[config.mk]
export PLATFORM = sky130hd
export DESIGN_NAME = modular_arithmetic_unit
export DESIGN_NICKNAME = d
export VERILOG_FILES = /design/src/hw/rtl/mau_pkg.sv /design/src/hw/rtl/mau_datapath.sv /design/src/hw/rtl/mau_ctrl.sv /design/src/hw/rtl/modular_arithmetic_unit.sv
export SDC_FILE = /design/constraint.sdc
export NUM_CORES = 2
export LEC_CHECK = 0
export BUFFER_PORTS_ARGS = -buffer_cell sky130_fd_sc_hd__buf_4
export CORE_ASPECT_RATIO = 0.5
export CORE_MARGIN = 8
export CORE_UTILIZATION = 42
export DETAILED_ROUTE_END_ITERATION = 16
export HOLD_SLACK_MARGIN = 0.15
export PLACE_DENSITY = 0.6
export SLEW_MARGIN = 10
export SYNTH_ARGS = -nofsm -noshare
export SYNTH_HDL_FRONTEND = slang
export SYNTH_SLANG_ARGS = --single-unit
[constraint.sdc]
create_clock -name clk -period 12.9 [get_ports clk]
set_clock_uncertainty 0.1 [all_clocks]
set_input_delay 0.645 -clock clk [delete_from_list [all_inputs] [get_ports clk]]
set_output_delay 0.645 -clock clk [all_outputs]
set_load 0.01 [all_outputs]
[src/hw/rtl/mau_pkg.sv]
// Shared types, operation codes and controller commands for the modular arithmetic unit.
`timescale 1ns / 1ps
package mau_pkg;

	localparam int DATA_W = 32;
	localparam int CNT_W  = $clog2(DATA_W);
	localparam logic [DATA_W-1:0] MODULUS_RESET = DATA_W'(2);

	// operation field codes
	localparam logic [1:0] FUNC_ADD = 2'd0;
	localparam logic [1:0] FUNC_SUB = 2'd1;
	localparam logic [1:0] FUNC_MUL = 2'd2;
	localparam logic [1:0] FUNC_INV = 2'd3;

	// datapath commands
	localparam logic [4:0] DP_NOP       = 5'd0;
	localparam logic [4:0] DP_LOAD      = 5'd1;
	localparam logic [4:0] DP_ZERO      = 5'd2;
	localparam logic [4:0] DP_DIV_A     = 5'd3;
	localparam logic [4:0] DP_DIV_STEP  = 5'd4;
	localparam logic [4:0] DP_SAVE_A    = 5'd5;
	localparam logic [4:0] DP_SAVE_B    = 5'd6;
	localparam logic [4:0] DP_ADD       = 5'd7;
	localparam logic [4:0] DP_SUB       = 5'd8;
	localparam logic [4:0] DP_MUL_START = 5'd9;
	localparam logic [4:0] DP_MUL_DBL   = 5'd10;
	localparam logic [4:0] DP_MUL_ADD   = 5'd11;
	localparam logic [4:0] DP_MUL_DONE  = 5'd12;
	localparam logic [4:0] DP_FAIL      = 5'd13;
	localparam logic [4:0] DP_INV_INIT  = 5'd14;
	localparam logic [4:0] DP_INV_DONE  = 5'd15;
	localparam logic [4:0] DP_EUC_DIV   = 5'd16;
	localparam logic [4:0] DP_EUC_MUL   = 5'd17;
	localparam logic [4:0] DP_EUC_UPD   = 5'd18;
	localparam logic [4:0] DP_EMIT      = 5'd19;

	// APB register index
	localparam logic REG_MODULUS = 1'b0;

	typedef struct packed {
		logic [1:0]        func;
		logic [DATA_W-1:0] operand_a;
		logic [DATA_W-1:0] operand_b;
	} mau_in_t;

	typedef struct packed {
		logic [DATA_W-1:0] result;
		logic              status;
	} mau_out_t;

	typedef struct packed {
		logic [4:0] op;
	} mau_cmd_t;

	typedef struct packed {
		logic       m_small;
		logic       a_zero;
		logic       r1_zero;
		logic       cnt_last;
		logic [1:0] func;
	} mau_stat_t;

endpackage

[src/hw/rtl/mau_datapath.sv]
// Datapath: operand registers, shared restoring divider, shift-and-add modular multiplier, Euclid state.
`timescale 1ns / 1ps
module mau_datapath (
	input  logic                     clk,
	input  logic                     arst_n,
	input  mau_pkg::mau_cmd_t        cmd,
	input  mau_pkg::mau_in_t         in_data,
	input  logic [mau_pkg::DATA_W-1:0] modulus,
	output mau_pkg::mau_stat_t       stat,
	output mau_pkg::mau_out_t        out_data
);
	import mau_pkg::*;

	logic [1:0]        func_q;
	logic [DATA_W-1:0] opa_q, opb_q, a_q, b_q;
	logic [DATA_W-1:0] rem_q, quo_q, dvs_q;
	logic [DATA_W-1:0] acc_q, mx_q, my_q;
	logic [DATA_W-1:0] r0_q, r1_q, t0_q, t1_q;
	logic [DATA_W-1:0] res_q;
	logic              st_q;
	logic [CNT_W-1:0]  cnt_q;
	mau_out_t          out_q;

	logic [DATA_W:0]   part, dsum, asum, psum;
	logic              qbit;
	logic [DATA_W-1:0] part_rem, dbl_mod, add_mod, pair_add, sub_res, tn, qm;

	// one restoring division step
	always_comb begin
		part     = {rem_q, quo_q[DATA_W-1]};
		qbit     = (part >= {1'b0, dvs_q});
		part_rem = qbit ? DATA_W'(part - {1'b0, dvs_q}) : part[DATA_W-1:0];
	end

	// modular doubling and conditional add for the multiplier
	always_comb begin
		dsum    = {1'b0, acc_q} + {1'b0, acc_q};
		dbl_mod = (dsum >= {1'b0, modulus}) ? DATA_W'(dsum - {1'b0, modulus})
			: dsum[DATA_W-1:0];
		asum    = {1'b0, acc_q} + {1'b0, mx_q};
		add_mod = (asum >= {1'b0, modulus}) ? DATA_W'(asum - {1'b0, modulus})
			: asum[DATA_W-1:0];
	end

	// plain add and subtract of the reduced operands, Euclid t update and quotient fold
	always_comb begin
		psum     = {1'b0, a_q} + {1'b0, b_q};
		pair_add = (psum >= {1'b0, modulus}) ? DATA_W'(psum - {1'b0, modulus})
			: psum[DATA_W-1:0];
		sub_res  = (a_q >= b_q) ? (a_q - b_q) : (a_q - b_q + modulus);
		tn       = (t0_q >= acc_q) ? (t0_q - acc_q) : (t0_q - acc_q + modulus);
		qm       = (quo_q == modulus) ? '0 : quo_q;
	end

	always_ff @(posedge clk) begin
		case (cmd.op)
			DP_LOAD: begin
				func_q <= in_data.func;
				opa_q  <= in_data.operand_a;
				opb_q  <= in_data.operand_b;
			end
			DP_ZERO: begin
				res_q <= '0;
				st_q  <= (func_q == FUNC_INV);
			end
			DP_DIV_A: begin
				rem_q <= '0;
				quo_q <= opa_q;
				dvs_q <= modulus;
			end
			DP_DIV_STEP: begin
				rem_q <= part_rem;
				quo_q <= {quo_q[DATA_W-2:0], qbit};
			end
			DP_SAVE_A: begin
				a_q   <= rem_q;
				rem_q <= '0;
				quo_q <= opb_q;
				dvs_q <= modulus;
			end
			DP_SAVE_B: b_q <= rem_q;
			DP_ADD: begin
				res_q <= pair_add;
				st_q  <= 1'b0;
			end
			DP_SUB: begin
				res_q <= sub_res;
				st_q  <= 1'b0;
			end
			DP_MUL_START: begin
				acc_q <= '0;
				mx_q  <= a_q;
				my_q  <= b_q;
			end
			DP_MUL_DBL: acc_q <= dbl_mod;
			DP_MUL_ADD: begin
				if (my_q[DATA_W-1]) begin
					acc_q <= add_mod;
				end
				my_q <= {my_q[DATA_W-2:0], 1'b0};
			end
			DP_MUL_DONE: begin
				res_q <= acc_q;
				st_q  <= 1'b0;
			end
			DP_FAIL: begin
				res_q <= '0;
				st_q  <= 1'b1;
			end
			DP_INV_INIT: begin
				r0_q <= modulus;
				r1_q <= a_q;
				t0_q <= '0;
				t1_q <= DATA_W'(1);
			end
			DP_INV_DONE: begin
				res_q <= (r0_q == DATA_W'(1)) ? t0_q : '0;
				st_q  <= (r0_q != DATA_W'(1));
			end
			DP_EUC_DIV: begin
				rem_q <= '0;
				quo_q <= r0_q;
				dvs_q <= r1_q;
			end
			DP_EUC_MUL: begin
				acc_q <= '0;
				mx_q  <= qm;
				my_q  <= t1_q;
			end
			DP_EUC_UPD: begin
				r0_q <= r1_q;
				r1_q <= rem_q;
				t0_q <= t1_q;
				t1_q <= tn;
			end
			DP_EMIT: begin
				out_q.result <= res_q;
				out_q.status <= st_q;
			end
			default: ;
		endcase
	end

	// step counter for division and multiplication
	always_ff @(posedge clk or negedge arst_n) begin
		if (!arst_n) begin
			cnt_q <= '0;
		end else begin
			case (cmd.op)
				DP_DIV_A, DP_SAVE_A, DP_EUC_DIV, DP_MUL_START, DP_EUC_MUL: begin
					cnt_q <= CNT_W'(DATA_W - 1);
				end
				DP_DIV_STEP, DP_MUL_ADD: cnt_q <= cnt_q - CNT_W'(1);
				default: ;
			endcase
		end
	end

	assign stat.m_small  = (modulus < DATA_W'(2));
	assign stat.a_zero   = (a_q == '0);
	assign stat.r1_zero  = (r1_q == '0);
	assign stat.cnt_last = (cnt_q == '0);
	assign stat.func     = func_q;
	assign out_data      = out_q;

endmodule

[src/hw/rtl/mau_ctrl.sv]
// Controller: sequences operand reduction, the operation and the Euclid loop; owns the handshakes.
`timescale 1ns / 1ps
module mau_ctrl (
	input  logic                clk,
	input  logic                arst_n,
	input  logic                in_valid,
	output logic                in_ready,
	output logic                out_valid,
	input  logic                out_ready,
	input  mau_pkg::mau_stat_t  stat,
	output mau_pkg::mau_cmd_t   cmd
);
	import mau_pkg::*;

	localparam logic [3:0] S_IDLE  = 4'd0;
	localparam logic [3:0] S_CHK   = 4'd1;
	localparam logic [3:0] S_DIVA  = 4'd2;
	localparam logic [3:0] S_SAVEA = 4'd3;
	localparam logic [3:0] S_DIVB  = 4'd4;
	localparam logic [3:0] S_SAVEB = 4'd5;
	localparam logic [3:0] S_EXEC  = 4'd6;
	localparam logic [3:0] S_MDBL  = 4'd7;
	localparam logic [3:0] S_MADD  = 4'd8;
	localparam logic [3:0] S_MEND  = 4'd9;
	localparam logic [3:0] S_ETEST = 4'd10;
	localparam logic [3:0] S_EDIV  = 4'd11;
	localparam logic [3:0] S_EQ    = 4'd12;
	localparam logic [3:0] S_EMIT  = 4'd13;

	logic [3:0] state_q, state_d;
	logic       ov_q;
	logic       accept;

	assign in_ready  = (state_q == S_IDLE);
	assign accept    = in_valid && in_ready;
	assign out_valid = ov_q;

	// next state and command
	always_comb begin
		state_d = state_q;
		cmd.op  = DP_NOP;
		case (state_q)
			S_IDLE: begin
				if (accept) begin
					cmd.op  = DP_LOAD;
					state_d = S_CHK;
				end
			end
			S_CHK: begin
				if (stat.m_small) begin
					cmd.op  = DP_ZERO;
					state_d = S_EMIT;
				end else begin
					cmd.op  = DP_DIV_A;
					state_d = S_DIVA;
				end
			end
			S_DIVA: begin
				cmd.op = DP_DIV_STEP;
				if (stat.cnt_last) state_d = S_SAVEA;
			end
			S_SAVEA: begin
				cmd.op  = DP_SAVE_A;
				state_d = S_DIVB;
			end
			S_DIVB: begin
				cmd.op = DP_DIV_STEP;
				if (stat.cnt_last) state_d = S_SAVEB;
			end
			S_SAVEB: begin
				cmd.op  = DP_SAVE_B;
				state_d = S_EXEC;
			end
			S_EXEC: begin
				case (stat.func)
					FUNC_ADD: begin
						cmd.op  = DP_ADD;
						state_d = S_EMIT;
					end
					FUNC_SUB: begin
						cmd.op  = DP_SUB;
						state_d = S_EMIT;
					end
					FUNC_MUL: begin
						cmd.op  = DP_MUL_START;
						state_d = S_MDBL;
					end
					default: begin
						if (stat.a_zero) begin
							cmd.op  = DP_FAIL;
							state_d = S_EMIT;
						end else begin
							cmd.op  = DP_INV_INIT;
							state_d = S_ETEST;
						end
					end
				endcase
			end
			S_MDBL: begin
				cmd.op  = DP_MUL_DBL;
				state_d = S_MADD;
			end
			S_MADD: begin
				cmd.op  = DP_MUL_ADD;
				state_d = stat.cnt_last ? S_MEND : S_MDBL;
			end
			S_MEND: begin
				if (stat.func == FUNC_INV) begin
					cmd.op  = DP_EUC_UPD;
					state_d = S_ETEST;
				end else begin
					cmd.op  = DP_MUL_DONE;
					state_d = S_EMIT;
				end
			end
			S_ETEST: begin
				if (stat.r1_zero) begin
					cmd.op  = DP_INV_DONE;
					state_d = S_EMIT;
				end else begin
					cmd.op  = DP_EUC_DIV;
					state_d = S_EDIV;
				end
			end
			S_EDIV: begin
				cmd.op = DP_DIV_STEP;
				if (stat.cnt_last) state_d = S_EQ;
			end
			S_EQ: begin
				cmd.op  = DP_EUC_MUL;
				state_d = S_MDBL;
			end
			S_EMIT: begin
				if (!ov_q || out_ready) begin
					cmd.op  = DP_EMIT;
					state_d = S_IDLE;
				end
			end
			default: state_d = S_IDLE;
		endcase
	end

	always_ff @(posedge clk or negedge arst_n) begin
		if (!arst_n) begin
			state_q <= S_IDLE;
		end else begin
			state_q <= state_d;
		end
	end

	// hold the output slot until the result transfer
	always_ff @(posedge clk or negedge arst_n) begin
		if (!arst_n) begin
			ov_q <= 1'b0;
		end else if (cmd.op == DP_EMIT) begin
			ov_q <= 1'b1;
		end else if (out_ready) begin
			ov_q <= 1'b0;
		end
	end

	a_emit_free: assert property (@(posedge clk) disable iff (!arst_n)
		(cmd.op == DP_EMIT) |-> (!ov_q || out_ready))
		else $error("result emitted over a pending result");

	a_accept_chk: assert property (@(posedge clk) disable iff (!arst_n)
		accept |=> (state_q == S_CHK))
		else $error("accepted item not checked next cycle");

	a_ov_source: assert property (@(posedge clk) disable iff (!arst_n)
		$rose(ov_q) |-> $past(cmd.op == DP_EMIT))
		else $error("output valid raised without emit");

	a_mend_after_madd: assert property (@(posedge clk) disable iff (!arst_n)
		(state_q == S_MEND) |-> $past(state_q == S_MADD))
		else $error("multiply finished without its last step");

endmodule

[src/hw/rtl/modular_arithmetic_unit.sv]
// Top level of the modular arithmetic unit: APB modulus register, controller and datapath.
`timescale 1ns / 1ps
// Usage:
//   Program the modulus over the APB port (register at byte address 0, reset value 2);
//   write it only while the unit is idle.
//   Send items on in_valid/in_ready: func (0 add, 1 subtract, 2 multiply, 3 inverse),
//   operand_a, operand_b. One result per item leaves on out_valid/out_ready: result in
//   [0, modulus) and status (1 when no inverse exists). A modulus below 2 gives result 0
//   and goes to the output register without the operand reductions.
//   Otherwise every operation first reduces both operands in the shared restoring divider;
//   multiply then runs the shift-and-add multiplier, one doubling and one add step per bit.
//   Inverse runs up to about 47 Euclid steps, each one division, one multiply and an
//   update of the remainders and coefficients.
//   One item is in work at a time; the next item is accepted once a result is ready,
//   even while that result still waits for the receiver in the output register.
//   When the receiver stalls, the finished result is held and the unit waits.
//   Reset clears the controller, drops out_valid and sets the modulus to 2.
module modular_arithmetic_unit (
	input  logic                       clk,
	input  logic                       arst_n,
	input  logic                       psel,
	input  logic                       penable,
	input  logic                       pwrite,
	input  logic [2:0]                 paddr,
	input  logic [31:0]                pwdata,
	output logic [31:0]                prdata,
	output logic                       pready,
	input  logic                       in_valid,
	output logic                       in_ready,
	input  mau_pkg::mau_in_t           in_data,
	output logic                       out_valid,
	input  logic                       out_ready,
	output mau_pkg::mau_out_t          out_data
);
	import mau_pkg::*;

	logic [DATA_W-1:0] modulus_q;
	mau_cmd_t          cmd;
	mau_stat_t         stat;

	assign pready = 1'b1;

	// modulus register write
	always_ff @(posedge clk or negedge arst_n) begin
		if (!arst_n) begin
			modulus_q <= MODULUS_RESET;
		end else if (psel && penable && pwrite && pready && (paddr[2] == REG_MODULUS)) begin
			modulus_q <= pwdata;
		end
	end

	assign prdata = (paddr[2] == REG_MODULUS) ? modulus_q : '0;

	mau_ctrl u_ctrl (
		.clk       (clk),
		.arst_n    (arst_n),
		.in_valid  (in_valid),
		.in_ready  (in_ready),
		.out_valid (out_valid),
		.out_ready (out_ready),
		.stat      (stat),
		.cmd       (cmd)
	);

	mau_datapath u_dp (
		.clk      (clk),
		.arst_n   (arst_n),
		.cmd      (cmd),
		.in_data  (in_data),
		.modulus  (modulus_q),
		.stat     (stat),
		.out_data (out_data)
	);

endmodule
; Yosys cells after proc, flatten, opt, wreduce, memory -nomap -nowiden
; Index checks and enable logic that the tools add are counted.
[totals]
register_bits = 558
word_cells = 165
[classes]
add_sub_neg = 12
magnitude_cmp = 7
eq_ne = 44
mux = 45
n_bitwise = 1
reduce_logical = 33
[ops]
columns = operator, n
row1 = $pmux 32 s2, 7
row2 = $mux 32, 10
row3 = $pmux 32 s3, 2
row4 = $sub 32x32->32, 6
row5 = $pmux 32 s5, 1
row6 = $ge 33x32->1, 4
row7 = $pmux 32 s4, 1
row8 = $add 32x32->33, 3
row9 = $add 32x32->32, 2
row10 = $ge 32x32->1, 2
row11 = $logic_not 32->1, 2
row12 = $pmux 5 s12, 1
row13 = $pmux 4 s14, 1
row14 = $eq 5x4->1 const B, 8
row15 = $eq 32x1->1 const B, 1
row16 = $eq 32x32->1, 1
row17 = $lt 32x2->1 const B, 1
row18 = $ne 32x1->1 const B, 1
row19 = $mux 4, 7
row20 = $eq 4x4->1 const B, 6
row21 = $eq 5x3->1 const B, 4
row22 = $eq 5x5->1 const B, 4
row23 = $eq 4x3->1 const B, 4
row24 = $mux 5, 3
row25 = 32 further kinds, 60

; Longest topological paths before layout
[depth]
depth_word = 8
depth_mapped = 25
depth_no_buf = 25

; Hierarchy
; Synthesis repeated with hierarchy kept, for this count alone.
[hier_totals]
hier_cells = 4263
area_unflattened_um2 = 41210.8
[modules_own_cells]
columns = mod, instances, cells_each, area_per_inst_um2, seq_area_each_um2
row1 = mau_datapath, 1, 4056, 38882.3, 15620.0
row2 = modular_arithmetic_unit, 1, 105, 1555.2, 802.0
row3 = mau_ctrl, 1, 102, 773.2, 125.1

; Worst setup path before layout
; No wires, ideal clock.
[synth_timing]
path_type = flip-flop to flip-flop
from = register u_dp.r1_q[26]
to = register u_dp.r0_q[0], enable pin
t_arrival_ns = 8.380
required_ns = 12.114
slack_ns = 3.734
path_stages_with_launch = 8
cell_sequence = edfxtp_1 > nor4_1 > nand2_1 > nor4_2 > a22o_1 > nand2_1 > o31a_1 > a41oi_1
[synth_between]
elab_chain_cells = 5
[synth_lines]
columns = element, line_no
row1 = start: declaration, mau_datapath.sv:18  ; logic [DATA_W-1:0] r0_q, r1_q, t0_q, t1_q;
row2 = start signal: assignment, mau_datapath.sv:112  ; r1_q <= a_q;
row3 = start signal: assignment, mau_datapath.sv:132  ; r1_q <= rem_q;
row4 = $logic_not 32->1 (*), mau_datapath.sv:161  ; assign stat.r1_zero = (r1_q == '0);
row5 = $mux 5 (*), mau_ctrl.sv:117  ; if (stat.r1_zero) begin
row6 = $pmux 5 s12 (*), mau_ctrl.sv:42  ; case (state_q)
row7 = $eq 5x4->1 or $eq 5x5->1 (tied branches), mau_datapath.sv:56  ; case (cmd.op)
row8 = $reduce_bool 2->1 (no line) (*), -
row9 = end signal: assignment, mau_datapath.sv:111  ; r0_q <= modulus;
row10 = end signal: assignment, mau_datapath.sv:131  ; r0_q <= r1_q;
row11 = end: declaration, mau_datapath.sv:18
; Mark *: on every way between the ends. The rest lies on a longest branch, timed or not.
; A chain may end at the register's enable or synchronous reset.

; Worst setup path after layout
[layout_timing]
from = register u_dp.acc_q[0]
to = register u_dp.acc_q[28] (data pin)
[layout_between]
elab_chain_cells = 5
[layout_lines]
columns = element, line_no
row1 = start: declaration, mau_datapath.sv:17  ; logic [DATA_W-1:0] acc_q, mx_q, my_q;
row2 = start signal: assignment, mau_datapath.sv:95  ; DP_MUL_DBL: acc_q <= dbl_mod;
row3 = start signal: assignment, mau_datapath.sv:98  ; acc_q <= add_mod;
row4 = $add 32x32->33, mau_datapath.sv:40  ; asum = {1'b0, acc_q} + {1'b0, mx_q};
row5 = $sub 32x32->32 or $ge 33x32->1 (tied branches), mau_datapath.sv:41  ; add_mod = (asum >= {1'b0, modulus}) ? DATA_W'(asum - {1'b0, modulus})
row6 = $mux 32, mau_datapath.sv:41
row7 = $mux 32, mau_datapath.sv:97  ; if (my_q[DATA_W-1]) begin
row8 = $pmux 32 s3 (*), mau_datapath.sv:56
; Mark *: on every way between the ends. The rest lies on a longest branch, timed or not. The select of a mux whose other input is x is not followed.

==> impl_metrics.env <==
export IMPL_status="complete, no violations"
export IMPL_critical_path_class="reg -> reg"
export IMPL_slew_headroom_pct=28.8
export IMPL_drtPass1Iterations=9
export IMPL_die_width_um=453
export IMPL_multi_input_area_mm2=0.0222
export IMPL_path_buf_inv=2
export IMPL_critical_path_arrival_ns=7.31
export IMPL_critical_path_required_ns=13.19
export IMPL_fmax_mhz=142
export IMPL_ff_latch_area_mm2=0.0165
export IMPL_io_pins=176
export IMPL_nets=4906
export IMPL_clockRootBuffer="clkbuf_16"
export IMPL_die_area_mm2=0.106
export IMPL_area_growth_pct=14.7
export IMPL_seq_area_frac_synth_pct=41.2
export IMPL_cp_max_fo=44
export IMPL_clock_sinks=558
export IMPL_vias=35650
export IMPL_place_congestion=0.982
export IMPL_critPathSlowestCell="o31ai_1"
export IMPL_fp_coreArea_mm2=0.0950
export IMPL_start_util_pct=42.3
export IMPL_antenna_found_initial=12
export IMPL_layout_common_cells="516 x edfxtp_1, 449 x nand2_1, 376 x a21oi_1, 324 x ha_1, 312 x nor2_1"
export IMPL_clk_pin_slew_ns=0.07
export IMPL_ys_ff_latch=558
export IMPL_fin_crit_sh_pct=54.4
export IMPL_async_flop_share_pct=7.53
export IMPL_antenna_left=0
export IMPL_grt_util_all_layers_pct=29.4
export IMPL_cpMostUsedCell="a21oi_1"
export IMPL_dpl_hpwl_um=129000
export IMPL_first_iter_violations=4847
export IMPL_cap_violations=0
export IMPL_synth_warnings=0
export IMPL_synth_edf_count=516
export IMPL_setup_tns_ns=0
export IMPL_route_detailed_drc=0
export IMPL_cts_made_buffers=54
export IMPL_cts_path_max_buffers=3
export IMPL_setup_viol=0
export IMPL_finalMaxSlewViolations=0
export IMPL_routed_via_density=6.16
export IMPL_final_common_cell="edfxtp_1"
export IMPL_worst_setup_path_end_kind="flop"
export IMPL_fin_util_pct=48.5
export IMPL_cp_top_family="compound AO/OA/AOI/OAI gates"
export IMPL_die_h_um=235
export IMPL_grt_pass1_wl_um=230000
export IMPL_grt_start_max_net_pins=98
export IMPL_tightest_slew_ns=1.07
export IMPL_synthFlopType="edfxtp_1"
export IMPL_avgRoutedWirePerCell_um=28.4
export IMPL_syn_nets=4653
export IMPL_syn_area_per_cell_um2=9.53
export IMPL_syn_inst=4211
export IMPL_grt_pass1_vias=32596
export IMPL_cts_setup_buffers=0
export IMPL_max_stage_delay_ns=0.52
export IMPL_n_fill_cell=8826
export IMPL_synth_cell_type_count=92
export IMPL_ctsHtreeMaxLevel=2
export IMPL_drt_wl_total_um=164000
export IMPL_layout_drive_gt1_share_pct=10.1
export IMPL_clock_latency_ns=0.69
export IMPL_cts_tree="built"
export IMPL_grt_setup_unrepaired="false"
export IMPL_io_buffers=172
export IMPL_synthesis_area_mm2=0.0401
export IMPL_overflow=0
export IMPL_hold_path_class="in -> reg"
export IMPL_rows=80
export IMPL_hold_viol=0
export IMPL_largest_reg_flops=33
export IMPL_start_kind="flop"
export IMPL_period_minus_slack_ns=7.02
==> metal layers <==
layer,global-route usage [%],vias up,part of all wire (%)
li1,-,16162,-
met1,46.7,17379,47
met2,38.1,1936,37
met3,8.93,173,14
met4,6.23,0,2.3
met5,0,-,0
==> Yosys cell counts (all sizes together) (12+ instances only) <==
library cell	count	share of area, %
nand4	56	0.87
nor4	49	0.79
a21oi	379	4.7
o211ai	22	0.41
nor2b	40	0.62
nand3	64	0.81
o21ai	258	3.2
a211oi	50	0.95
nor2	321	3.0
o21a	40	0.75
a22o	57	1.2
clkbuf	132	1.2
mux2	50	1.4
xnor2	226	4.9
inv	249	2.3
nand2	451	4.2
nor3	57	0.74
a22oi	50	0.94
or3	12	0.19
o31ai	24	0.45
edfxtp	516	39
a221oi	13	0.28
ha	324	10
mux2i	58	1.4
o221ai	13	0.30
a222oi	25	0.62
and2	48	0.75
buf	25	0.36
a21o	140	2.6
and3	26	0.41
dfrtp	41	2.6
o22ai	33	0.51
a31oi	38	0.59
xor2	73	1.6
a221o	17	0.42
nand2b	35	0.55
o21bai	46	0.86
==> kinds of logic after synthesis <==
logic type | synth area share, %
XOR/XNOR | 6.52
adder cells (fa/ha/maj) | 10.6
AND/OR/NAND/NOR | 13.8
AO/OA/AOI/OAI | 21.0
flip-flops | 41.2
other | 0.00934
buffers and inverters | 3.96
multiplexers | 2.85
==> timing repair <==
action                                 CTS  global route
endpoints found under the hold margin  139             0
hold buffers                            99             0
resized for setup                        0             0
setup endpoints to repair                0             0
==> tightest hold or removal path, stage by stage <==
cell	delay (ns)
buf_4	0.08
nor2b_1	0.09
nand2b_1	0.18
==> stage by stage <==
stage | setup slack (ns) | hold WS, ns | cells | area (um^2)
final | 5.88 | 0.255 | 5785 | 46100
after CTS | 6.08 | 0.217 | 5780 | 46000
after floorplan | 3.73 | 0.249 | 4211 | 40100
after global routing | 5.50 | 0.264 | 5780 | 46000
after global placement | 6.15 | 0.301 | 5580 | 43200
after detailed placement | 6.11 | 0.305 | 5580 | 43200
==> final cells by class <==
cell class,count,share of cell area [%]
flip-flops and latches,558,35.9
multi-input cells,3243,48.1
clock buffers,69,3.28
diodes,5,0.0272
inverters,253,2.06
repair buffers,354,6.31
well taps,1271,3.45
clock inverters,32,0.796
==> worst paths after layout <==
kind | start | endpoint | slack, ns | cells after the start
max | u_dp.acc_q[0] | u_dp.acc_q[28] | 5.88 | 26
min | out_ready | u_ctrl.out_valid | 0.25 | 3
max reg2reg | u_dp.acc_q[0] | u_dp.acc_q[28] | 5.88 | 26
min reg2reg | u_dp.res_q[7] | u_dp.out_data[8] | 0.31 | 0
max in group asynchronous | arst_n | u_ctrl.state_q[0] | 11.80 | 2
min in group asynchronous | arst_n | modulus_q[14] | 0.40 | 2
Power is left out: the tool's default activity adds up to more than one toggle a clock period on the data nets, which glitch-free logic cannot reach.
